`src/rtl/ipal_pkg.sv`:
```
package ipal_pkg;

  localparam int unsigned IdxW    = 8;
  localparam int unsigned ChanW   = 8;
  localparam int unsigned EntryW  = 15;
  localparam int unsigned Depth   = 256;
  localparam int unsigned CfgIdxW = 8;
  localparam int unsigned CfgDatW = 32;

  localparam logic [1:0] OP_WRITE  = 2'd0;
  localparam logic [1:0] OP_READ   = 2'd1;
  localparam logic [1:0] OP_PAIR   = 2'd2;
  localparam logic [1:0] OP_CURSOR = 2'd3;

  localparam logic [CfgIdxW-1:0] REG_KEY_COLOR        = 8'd0;
  localparam logic [CfgIdxW-1:0] REG_USE_CURSOR_TABLE = 8'd1;

  localparam logic [ChanW-1:0] ALPHA_OPAQUE = 8'hff;

  typedef struct packed {
    logic [1:0]       op;
    logic             target_cursor;
    logic [IdxW-1:0]  entry_index;
    logic [IdxW-1:0]  second_index;
    logic [ChanW-1:0] red_in;
    logic [ChanW-1:0] green_in;
    logic [ChanW-1:0] blue_in;
  } in_t;

  typedef struct packed {
    logic [31:0]      pixel_word;
    logic [ChanW-1:0] red_out;
    logic [ChanW-1:0] green_out;
    logic [ChanW-1:0] blue_out;
    logic [ChanW-1:0] alpha_out;
  } out_t;

  typedef struct packed {
    logic       valid;
    logic [1:0] op;
    logic       key_hit;
    logic       use_cursor;
  } ctl_t;

  function automatic logic [EntryW-1:0] pack555(logic [ChanW-1:0] r, logic [ChanW-1:0] g,
                                                logic [ChanW-1:0] b);
    return {r[7:3], g[7:3], b[7:3]};
  endfunction

  function automatic logic [ChanW-1:0] widen5(logic [4:0] v);
    return {v, v[4:2]};
  endfunction

endpackage

```
`src/rtl/ipal_cursor_ram.sv`:
```
module ipal_cursor_ram (
  input  logic                          clk_i,
  input  logic                          we_i,
  input  logic [ipal_pkg::IdxW-1:0]     waddr_i,
  input  logic [ipal_pkg::EntryW-1:0]   wdata_i,
  input  logic                          re_i,
  input  logic [ipal_pkg::IdxW-1:0]     raddr_i,
  output logic [ipal_pkg::EntryW-1:0]   rdata_o
);

  logic [ipal_pkg::EntryW-1:0] mem_q [ipal_pkg::Depth];
  logic [ipal_pkg::EntryW-1:0] rdata_q;

  always_ff @(posedge clk_i) begin
    if (we_i) begin
      mem_q[waddr_i] <= wdata_i;
    end
    if (re_i) begin
      rdata_q <= mem_q[raddr_i];
    end
  end

  assign rdata_o = rdata_q;

endmodule

```
`config.mk`:
```
export PLATFORM = sky130hd
export DESIGN_NAME = ipal_cursor_ram
export DESIGN_NICKNAME = d
export VERILOG_FILES = /design/src/rtl/ipal_pkg.sv /design/src/rtl/ipal_cursor_ram.sv
export SDC_FILE = /design/constraint.sdc
export NUM_CORES = 2
export LEC_CHECK = 0
export ABC_CLOCK_PERIOD_IN_PS = 3100
export BUFFER_PORTS_ARGS = -buffer_cell sky130_fd_sc_hd__buf_2
export CORE_UTILIZATION = 32
export DETAILED_ROUTE_END_ITERATION = 12
export GPL_TIMING_DRIVEN = 0
export PLACE_DENSITY = 0.51
export SYNTH_ARGS = -nofsm -noshare
export SYNTH_HDL_FRONTEND = slang
export SYNTH_SLANG_ARGS = --single-unit
```
`constraint.sdc`:
```
create_clock -name clk_i -period 3.1 [get_ports clk_i]
set_clock_uncertainty 0.2 [all_clocks]
set_input_delay 0 -clock clk_i [delete_from_list [all_inputs] [get_ports clk_i]]
set_output_delay 0 -clock clk_i [all_outputs]
set_load 0.005 [all_outputs]
```
==> results.md <==
* Outcome: finished, violations left
* Violated checks: setup timing
* Site Rows at 249
* Post-detail-place hpwl at 373500 um
* Cell count after synthesis at 6708
* Starting Density at 0.3213
* Proportion of netlist area held by the largest area contributor at 0.7834
* Layout Area Growth over Synthesis at 19.22%
* CTS tree: built
* Fraction of power consumed by the clock network at 0.414
* Arrival time of the worst setup path at 3.96 ns
* Worst Slack Setup Final at -0.3040 ns
* Peak fanout along the critical path at 13
* Maximum number of pins on one net before global-route repair at 153
* Tightest Hold Check Type: input port to flop
* Final wirelength at 538500 um
* Core Box Area at 459800 um2
* Total non-filler cell area in the finished layout at 176200 um2
* Layout Cells excl Fill at 14064
* Global placement routability congestion at 0.9811
* Final critical-path share of the clock period at 1.098
* Post-synth ARST share at 0
* Count of buffers from port buffering at 40
* Vias per std cell at 5.637
* Summed instance area of the synthesized netlist at 147800 um2
* Instance area after placement at 161700 um2
* First-pass GRT wire length at 707900 um
* Routed wire length per instance at 38.29 um
* Post-synthesis net count at 6742
* Clk sink count at 3855
* Fraction of power spent switching nets at 0.2316
* Overflow left after global routing at 0
* Fraction of the yosys area taken by sequential cells at 0.7834
* Number of synthesized register bits at 3855
* Seq pwr share at 0.521
* Power density cells at 627.4 nW/um2
* TritonRoute pass-1 iters at 6
* Fmax at 293.8 MHz
* Number of violations of the max-capacitance limit at 0
* Die area at 464500 um2
* Avg Inst Size Synth at 22.03 um2
* Bufs on Longest Clock Path at 4
* Leakage dissipation at 0.05406 uW
* ANT nets after route at 0
* Number of pins with negative max-slew slack in the final report at 0
* Final hold violation count at 0
* Num CTS Buffers at 388
* Count of placed standard cells including taps at 13178
* Clock latency on the worst-skew pair at 1.04 ns
* Final net count at 7538
* Die Width at 681.5 um
* DRC Markers at 0
* Gr usage total at 0.2277
* Root Driver: clkbuf_16
* Nature of the critical path endpoint: flop
* Share of final-layout standard cells stronger than drive strength 1 at 0.3088
* Cell type with the largest total area after synthesis: edfxtp_1
* Count of flip-flops with a built-in enable after synthesis at 3855
* Max-slew headroom at the worst pin at 0.1234
* Vias in the first global route at 77017
* Count of distinct cell types in the synthesized netlist at 57
* Clk pin slew, worst setup/hold paths at 0.06 ns
* Internal Power at 84930 uW
* Minimum period implied by the final worst setup slack at 3.404 ns
* Number of levels in the clock H-tree at 5
* Data required, critical path at 3.66 ns
* Share of total power in combinational logic at 0.066
* Top cells by area, synth: edfxtp_1, mux4_2, mux2i_1
* Final setup violation count at 15
* VDD IR max at 467.5 uV
* Count of pins on the block boundary at 49
* Y dimension of the die at 681.5 um
* Critical path class: input port to flop
* Ys flop type: edfxtp_1
* Launching element type of the critical path: input port
* Vias after detailed routing at 79278
* Worst-margin pin slew at 1.315 ns
* Detailed router's first-iteration violation count at 12939
* Number of warnings issued by yosys at 0
* Net switching power at 25590 uW
* Number of antenna violations at the first check in global routing at 65
path summary, 6_finish.rpt:
check / cells after the start / slack, ns / endpoint / start
min reg2reg: 5 / 1.21 / rdata_o[1] / mem_q[92][1]
max: 10 / -0.30 / rdata_o[7] / raddr_i[1]
min: 2 / 0.03 / mem_q[107][3] / wdata_i[3]
max reg2reg: 6 / -0.07 / rdata_o[0] / mem_q[15][0]
cell type report:
type                    count  area [um2]
well taps                6149        7694
flip-flops and latches   3855      115800
multi-input cells        2442       31080
plain buffers             408        2796
fillers                 41393      283700
clock inverters           204        1841
inverters                   3       15.01
diodes                    103       257.7
clock buffers             494       10230
repair buffers            406        6480
logic make-up (layout without fill, tap and decap cells):
family	after synthesis	count (layout)	synth area share
AND/OR/NAND/NOR	552	552	0.01716
buffers and inverters	411	1515	0.01707
multiplexers	1119	1119	0.1463
AO/OA/AOI/OAI	771	771	0.03604
flip-flops	3855	3855	0.7834
other	0	103	0
per-stage QoR:
step           worst slack, ns  total power (uW)    TNS [ns]    util  hold WS, ns
3_5_place_dp            -3.408             65390     -407.66  0.3517       0.1952
2_1_floorplan           0.7784             61320           0       -      -0.1011
4_1_cts             -0.0006570            110700  -0.0006570  0.3822     0.003980
5_1_grt               -0.06113            112800     -0.2255  0.3830      0.05739
3_3_place_gp            -4.274             65260           -  0.3385       0.2051
6_report               -0.3040            110500      -3.475  0.3831      0.03013
metal layers:
metal | vias up | GRT usage | routed length (um) | part of all wire
met5 | - | 0 | 126 | 0.00023
met4 | 20 | 0.1128 | 31360 | 0.058
met3 | 1020 | 0.06517 | 60990 | 0.11
met2 | 5012 | 0.3469 | 241900 | 0.45
met1 | 42900 | 0.2985 | 204100 | 0.38
li1 | 30326 | - | - | -
power groups by stage:
stage,Combinational (uW),Sequential [uW],Clock (uW)
3_3_place_gp,6410,58900,0
6_report,7260,57500,45700
5_1_grt,7300,57500,48000
2_1_floorplan,2690,58600,0
4_1_cts,7080,57500,46100
3_5_place_dp,6760,58600,0
sequential cells by signal (all words and copies together) (netlist names):
signal   cells
rdata_o     15
mem_q     3840
worst max-delay path, cell delays in order:
cell and delay [ns]:
buf_4 0.27, buf_4 0.45, buf_2 0.52, buf_4 0.53
mux4_2 0.29, a22oi_1 0.07, a21oi_1 0.39, nor2_1 0.25
a21oi_4 0.59, nor3b_2 0.47
layout by cell type, fill, tap and decap left out, drive strengths merged, types with 24 or more instances in the layout:
| cell | synthesis | routed |
|---|---|---|
| edfxtp | 3855 | 3855 |
| mux4 | 826 | 826 |
| clkbuf | 170 | 667 |
| buf | 238 | 572 |
| nor2 | 293 | 293 |
| mux2i | 227 | 227 |
| a22oi | 222 | 222 |
| a21oi | 165 | 165 |
| clkinv | 1 | 160 |
| diode | 0 | 103 |
| o22ai | 100 | 100 |
| o221ai | 78 | 78 |
| nand2 | 67 | 67 |
| mux2 | 66 | 66 |
| dlygate4sd3 | 0 | 65 |
| a221oi | 48 | 48 |
| o21ai | 47 | 47 |
| a211oi | 40 | 40 |
| nor3 | 37 | 37 |
| nor2b | 33 | 33 |
| nand3 | 32 | 32 |
| nor4 | 27 | 27 |
| bufinv | 0 | 24 |
cells in the mapped netlist, drive strengths merged, types with 66 or more instances:
master and instances:
a22oi 222, clkbuf 170, o22ai 100, o221ai 78, nor2 293, buf 238
nand2 67, mux2 66, mux4 826, edfxtp 3855, mux2i 227, a21oi 165
repair_timing:
item,4_1_cts,5_1_grt
pin swaps,7,0
hold buffers,72,1
endpoints found under the hold margin,4848,2
endpoints found under the setup margin,15,24
resized for setup,240,33
setup buffers,12,0
Power figures use the tool's default switching activity.
