--- src/rtl/ipal_pkg.sv ---
package ipal_pkg;

  localparam int unsigned IdxW    = 8;
  localparam int unsigned ChanW   = 8;
  localparam int unsigned EntryW  = 15;
  localparam int unsigned Depth   = 256;
  localparam int unsigned CfgIdxW = 8;
  localparam int unsigned CfgDatW = 32;

  localparam logic [1:0] OP_WRITE  = 2'd0;
  localparam logic [1:0] OP_READ   = 2'd1;
  localparam logic [1:0] OP_PAIR   = 2'd2;
  localparam logic [1:0] OP_CURSOR = 2'd3;

  localparam logic [CfgIdxW-1:0] REG_KEY_COLOR        = 8'd0;
  localparam logic [CfgIdxW-1:0] REG_USE_CURSOR_TABLE = 8'd1;

  localparam logic [ChanW-1:0] ALPHA_OPAQUE = 8'hff;

  typedef struct packed {
    logic [1:0]       op;
    logic             target_cursor;
    logic [IdxW-1:0]  entry_index;
    logic [IdxW-1:0]  second_index;
    logic [ChanW-1:0] red_in;
    logic [ChanW-1:0] green_in;
    logic [ChanW-1:0] blue_in;
  } in_t;

  typedef struct packed {
    logic [31:0]      pixel_word;
    logic [ChanW-1:0] red_out;
    logic [ChanW-1:0] green_out;
    logic [ChanW-1:0] blue_out;
    logic [ChanW-1:0] alpha_out;
  } out_t;

  typedef struct packed {
    logic       valid;
    logic [1:0] op;
    logic       key_hit;
    logic       use_cursor;
  } ctl_t;

  function automatic logic [EntryW-1:0] pack555(logic [ChanW-1:0] r, logic [ChanW-1:0] g,
                                                logic [ChanW-1:0] b);
    return {r[7:3], g[7:3], b[7:3]};
  endfunction

  function automatic logic [ChanW-1:0] widen5(logic [4:0] v);
    return {v, v[4:2]};
  endfunction

endpackage

--- src/rtl/ipal_format.sv ---
module ipal_format (
  input  logic                          clk_i,
  input  logic                          rst_ni,
  input  ipal_pkg::ctl_t                ctl_i,
  input  logic [ipal_pkg::EntryW-1:0]   screen_a_i,
  input  logic [ipal_pkg::EntryW-1:0]   screen_b_i,
  input  logic [ipal_pkg::EntryW-1:0]   cursor_i,
  output logic                          result_valid_o,
  output ipal_pkg::out_t                result_o
);

  ipal_pkg::out_t              result_d;
  ipal_pkg::out_t              result_q;
  logic                        valid_q;
  logic [ipal_pkg::EntryW-1:0] cur_entry;

  assign cur_entry = ctl_i.use_cursor ? cursor_i : screen_a_i;

  always_comb begin
    result_d = '0;
    case (ctl_i.op)
      ipal_pkg::OP_READ: begin
        result_d.red_out   = ipal_pkg::widen5(screen_a_i[14:10]);
        result_d.green_out = ipal_pkg::widen5(screen_a_i[9:5]);
        result_d.blue_out  = ipal_pkg::widen5(screen_a_i[4:0]);
        result_d.alpha_out = ipal_pkg::ALPHA_OPAQUE;
      end
      ipal_pkg::OP_PAIR: begin
        result_d.pixel_word = {1'b0, screen_b_i, 1'b0, screen_a_i};
      end
      ipal_pkg::OP_CURSOR: begin
        if (!ctl_i.key_hit) begin
          result_d.pixel_word = {16'h0000, 1'b1, cur_entry};
        end
      end
      default: begin
        result_d = '0;
      end
    endcase
  end

  always_ff @(posedge clk_i or negedge rst_ni) begin
    if (!rst_ni) begin
      valid_q <= 1'b0;
    end else begin
      valid_q <= ctl_i.valid;
    end
  end

  always_ff @(posedge clk_i) begin
    if (ctl_i.valid) begin
      result_q <= result_d;
    end
  end

  assign result_valid_o = valid_q;
  assign result_o       = result_q;

endmodule

--- config.mk ---
export PLATFORM = sky130hd
export DESIGN_NAME = ipal_format
export DESIGN_NICKNAME = d
export VERILOG_FILES = /design/src/rtl/ipal_pkg.sv /design/src/rtl/ipal_format.sv
export SDC_FILE = /design/constraint.sdc
export NUM_CORES = 1
export LEC_CHECK = 0
export BUFFER_PORTS_ARGS = -buffer_cell sky130_fd_sc_hd__buf_2
export CORE_UTILIZATION = 35
export CTS_CLUSTER_DIAMETER = 40
export DETAILED_ROUTE_END_ITERATION = 7
export SLEW_MARGIN = 20
export SYNTH_ARGS = -nofsm -noshare
export SYNTH_HDL_FRONTEND = slang
export SYNTH_SLANG_ARGS = --single-unit
--- constraint.sdc ---
create_clock -name clk_i -period 1.9 [get_ports clk_i]
set_clock_uncertainty 0.15 [all_clocks]
set_input_delay 0.19 -clock clk_i [delete_from_list [all_inputs] [get_ports clk_i]]
set_output_delay 0.19 -clock clk_i [all_outputs]
set_load 0.005 [all_outputs]
==> metrics.yaml, run 1 <==
p_leak_nw: 1.27
setup_viol_count_final: 0
antenna_left: 0
yosys.area.top_type: "edfxtp_1"
crit_buf_inv: 1
hold_path_depth: 2
syn_area_per_cell_sq_um: 13.5
cts_resized: 0
cp.depth: 1
cp_slowest_cell: "edfxtp_1"
p_per_area_mw_per_mm2: 756
cts_hold_buf: 1
die_height_um: 83.7
initial_core_util: 0.366
cap_violations: 0
drtIter0Drc: 70
cp_data_required_time_ns: 1.56
grt_antenna_before_repair: 0
muxShareOfSynthArea: 0
tritoncts: "done"
first_pass_iters: 4
routed_via_density: 4.65
slowest_delay_ns: 0.45
synth-main-ff-cell: "edfxtp_1"
hold_end: "result_o[48]"
clkSinkCount: 48
placementRows: 29
max_freq_mhz: 802
critPathMaxFanout: 8
worst_setup_path_end_kind: "output port"
finalPower_w: 0.00224
drv_slew: 0
synthAdderAreaFrac: 0
root_buffer: "clkbuf_8"
cts_buffers: 5
drt-total-wl_um: 4870
criticalPathCategory: "flop to output port"
post-route-period-util: 0.656
clockBufferDepth: 2
nNetsFinal: 322
io_buffers: 115
diodes: 0
status: "finished clean"
vdd_ir_drop_max_mv: 0.351
syn_nets: 225
synth_compound_gate_area_share: 0.0562
setup.worst_path.start_class: "flop"
synth_edf_count: 47
cp.arrival_ns: 0.91
grt_pass1_vias: 1456
htreeDepth: 2
die-area_sq_mm: 0.00700
min_path_type: "primary input to flop"
track_usage: 0.137
synth_area_leaders: "edfxtp_1 (60%), and2_1 (8.0%), buf_4 (6.7%), and4b_1 (6.4%), o31a_1 (5.6%)"
io_pins: 117
fin_crit_ns: 1.25
timing.setup.tns_ns: 0
drc: 0
grt_first_pass_wirelength_um: 7510
grt_overflow: 0
hold_viol: 0
fin_cells: 348
crit_family: "flip-flops"
crit_path_cell_trace: "buf_2"
n_fill_cell: 617
synth_simple_gate_area_frac: 0.243
ys_ff_latch: 48
synth-warning-count: 0
ys_seq_area_frac: 0.615
dp.cells: 339
synthArstFlopShare: 0.0208
drive_above_1_share: 0.469
core_sq_mm: 0.00639
dpl.hpwl_um: 3370
avgRoutedWirePerCell_um: 14.0
synthXorXnorAreaFrac: 0
synth_top_area_share: 0.604
syn_inst: 173
cts.clk_slew.worst_paths_ns: 0.09
synth_top_family_by_area: "simple AND/OR/NAND/NOR gates"
grt_max_degree: 49
synth.most_common_cell: "edfxtp_1"
die_w_um: 83.7
post-cts-setup-buffers: 0
ys_top_cells_by_count: "edfxtp_1 (47), and2_1 (30), buf_4 (21)"
hp-start: "screen_b_i[0]"
via_count: 1618
synth.distinct_cells: 16
synth_area_sq_mm: 0.00234
rsz0062_at_grt: "no"
place_congestion: 0.722
area_delta_synth_final_pct: 26.9
## cell type report
class                      count  area (sq um)  share of cell area
clock buffer                   8           100              0.0338
multi-input combinational     95           703               0.237
sequential                    48          1440               0.485
tap                           77          96.3              0.0325
timing repair buffer         120           628               0.212
## layout by cell type, fill, tap and decap left out
cell / instances
and2_1: 30
and2b_1: 1
and4b_1: 15
buf_12: 1
buf_2: 115
buf_4: 3
clkbuf_1: 1
clkbuf_8: 7
conb_1: 1
dfrtp_1: 1
dlygate4sd3_1: 1
edfxtp_1: 47
nand2_1: 1
nor2_1: 1
nor2b_1: 15
nor2b_2: 1
nor3b_1: 15
o31a_1: 15
## power by group
group | internal (W) | total [W] | switching (W)
sequential | 0.00125 | 0.00127 | 0.0000209
combinational | 0.000162 | 0.000310 | 0.000148
clock | 0.000333 | 0.000660 | 0.000328
## worst max path at each step
stage / start / end / slack, ns
6_report: result_o[6] / result_o[6] / 0.65
5_1_grt: result_o[6] / result_o[5] / 0.61
4_1_cts: result_o[6] / result_o[6] / 0.63
3_5_place_dp: ctl_i[2] / result_o[35] / 0.37
3_3_place_gp: ctl_i[2] / result_o[35] / 0.39
2_1_floorplan: ctl_i[3] / result_o[49] / 0.68
## stage by stage
stage	utilization	cell area, sq um	setup WS [ns]	hold WS [ns]
floorplan	-	2340	0.679	-0.256
global placement	0.447	2850	0.385	-0.184
detailed placement	0.447	2850	0.368	-0.183
CTS	0.464	2960	0.633	0.00378
global route	0.464	2960	0.607	0.00787
finish	0.464	2960	0.653	0.0149
## state kept, by name (all words and copies together), names as in the netlist
register / flops
result_o: 47
result_valid_o: 1
## per-layer routing
| metal | vias up | GRT usage | wire length (um) |
|---|---|---|---|
| met2 | 47 | 0.230 | 2490 |
| li1 | 806 | - | - |
| met3 | 7 | 0.0307 | 242 |
| met1 | 758 | 0.176 | 2070 |
| met5 | - | 0 | 0 |
| met4 | 0 | 0.0462 | 62 |
## logic make-up (layout without fill, tap and decap cells)
group                  count (synthesis)  after routing
AO/OA/AOI/OAI                         15             15
buffers and inverters                 30            128
flip-flops                            48             48
other                                  1              1
AND/OR/NAND/NOR                       79             79
Power figures use the tool's default switching activity.
==> run 2, diff against run 1 <==
- clock period: 1.9 -> 1.25 ns (I/O delays scaled with it)
==> metrics.yaml, run 2 (synthesis gave the netlist of run 1 again) <==
drv_slew: 0  # unchanged
largest_reg_flops: 47  # unchanged
via_count: 1772  # +9.5%
die-area_sq_mm: 0.00700  # unchanged
track_usage: 0.150  # +0.0131
cp_slowest_cell: "edfxtp_1"
switching_share: 0.213  # -0.00882
final_cell_mix: "buf_2 (115), edfxtp_1 (47), dlygate4sd3_1 (32)"
drive_above_1_share: 0.433  # -0.0354
place_congestion: 0.736  # +1.9%
nNetsFinal: 358  # +11%
crit_end: "result_o[5]"
first_pass_iters: 4  # unchanged
final_util: 0.531  # +0.0664
max_freq_mhz: 838
post-route-period-util: 0.955
grt_pass1_vias: 1677  # +15%
placementRows: 29  # unchanged
p_comb_frac: 0.155  # +0.016
cts.clk_slew.worst_paths_ns: 0.09  # about the same
diodes: 0  # unchanged
grt_first_pass_wirelength_um: 8170  # +8.8%
grt_antenna_before_repair: 0  # unchanged
cp.depth: 1  # unchanged
clkSinkCount: 48  # unchanged
seqPwrFrac: 0.517  # -0.050
p_leak_nw: 1.45  # +14%
intPower_w: 0.00294  # +69%
criticalPathCategory: "flop to output port"
crit_path_cell_trace: "buf_2"
root_buffer: "clkbuf_8"
final_common_cell: "buf_2"
routed_via_density: 4.61  # -0.75%
min_path_type: "primary input to flop"
fin_crit_ns: 1.19
cts_buffers: 5  # unchanged
setup.worst_path.start: "result_o[6]"
drtIter0Drc: 102  # +46%
antenna_left: 0  # unchanged
avgRoutedWirePerCell_um: 13.8  # -1.2%
dpl.hpwl_um: 3520  # +4.7%
io_pins: 117  # unchanged
initial_core_util: 0.366  # unchanged
cp.arrival_ns: 0.92  # about the same
htreeDepth: 2  # unchanged
cap_violations: 0  # unchanged
grt_overflow: 0  # unchanged
die_height_um: 83.7  # unchanged
status: "finished clean"
drc: 0  # unchanged
cp_data_required_time_ns: 0.98  # -0.58 ns
core_sq_mm: 0.00639  # unchanged
clockBufferDepth: 2  # unchanged
crit_buf_inv: 1  # unchanged
hold_viol: 0  # unchanged
io_buffers: 115  # unchanged
die_w_um: 83.7  # unchanged
rsz0062_at_grt: "yes"
timing.setup.tns_ns: 0  # unchanged
post-cts-setup-buffers: 0  # unchanged
grt_max_degree: 49  # unchanged
tritoncts: "done"
area_delta_synth_final_pct: 45.0
slowest_delay_ns: 0.46  # about the same
vdd_ir_drop_max_mv: 0.493  # +40%
critPathMaxFanout: 8  # unchanged
drt-total-wl_um: 5310  # +9.0%
worst_setup_path_end_kind: "output port"
p_switching_w: 0.000796  # +60%
p_per_area_mw_per_mm2: 1100  # +46%
crit_family: "flip-flops"
setup_viol_count_final: 0  # unchanged
cts_resized: 0  # unchanged
setup.worst_path.start_class: "flop"
clkPwrFrac: 0.328  # +0.033
==> run 2: cell count changes in the layout (fill, tap and decap cells not counted), sizes merged <==
| cell | previous run | this run |
|---|---|---|
| dlygate4sd3 | 1 | 32 |
| clkbuf | 8 | 7 |
| buf | 119 | 124 |
| bufinv | 0 | 1 |
==> run 2: power groups by stage <==
stage / Sequential [W] / Clock [W] / Combinational (W)
global route: 0.00195 / 0.00132 / 0.000635
CTS: 0.00194 / 0.00126 / 0.000587
finish: 0.00193 / 0.00122 / 0.000580
global placement: 0.00197 / 0 / 0.000504
detailed placement: 0.00197 / 0 / 0.000509
floorplan: 0.00199 / 0 / 0.000215
==> run 2: worst min-delay path by stage <==
| stage | startpoint | end | slack (ns) | cells past startpoint |
|---|---|---|---|---|
| 2_1_floorplan | rst_ni | result_valid_o | -0.32 | 0 |
| 3_3_place_gp | rst_ni | result_valid_o | -0.25 | 1 |
| 3_5_place_dp | rst_ni | result_valid_o | -0.25 | 1 |
| 4_1_cts | ctl_i[4] | result_valid_o | 0.06 | 2 |
| 5_1_grt | ctl_i[4] | result_valid_o | 0.06 | 2 |
| 6_report | ctl_i[4] | result_valid_o | 0.07 | 2 |
==> run 2: what timing repair did <==
action	CTS	global route
setup endpoints to repair	0	8
endpoints found under the hold margin	31	0
hold buffers	32	0
==> run 2: stage by stage <==
stage	setup slack [ns]	hold slack (ns)	instance area [sq um]	power [W]	std cells
3_3_place_gp	-0.0871	-0.250	2940	0.00247	344
2_1_floorplan	0.0938	-0.321	2340	0.00221	173
3_5_place_dp	-0.0959	-0.248	2940	0.00248	344
6_report	0.0563	0.0733	3390	0.00374	384
5_1_grt	-0.0110	0.0622	3390	0.00390	384
4_1_cts	0.0427	0.0585	3390	0.00378	384
==> run 2: layout make-up <==
type / instances / area (sq um)
Clock buffer: 7 / 96.3
Clock inverter: 1 / 30.0
Fill cell: 601 / 3000
Multi-Input combinational cell: 95 / 703
Sequential cell: 48 / 1440
Tap cell: 77 / 96.3
Timing Repair Buffer: 156 / 1030
==> run 2: per-layer routing <==
metal / track usage / vias to the layer above / part of all wire
met5: 0 / - / 0
met4: 0.0524 / 0 / 0.012
met3: 0.0326 / 4 / 0.041
met2: 0.265 / 47 / 0.52
met1: 0.181 / 842 / 0.43
li1: - / 879 / -
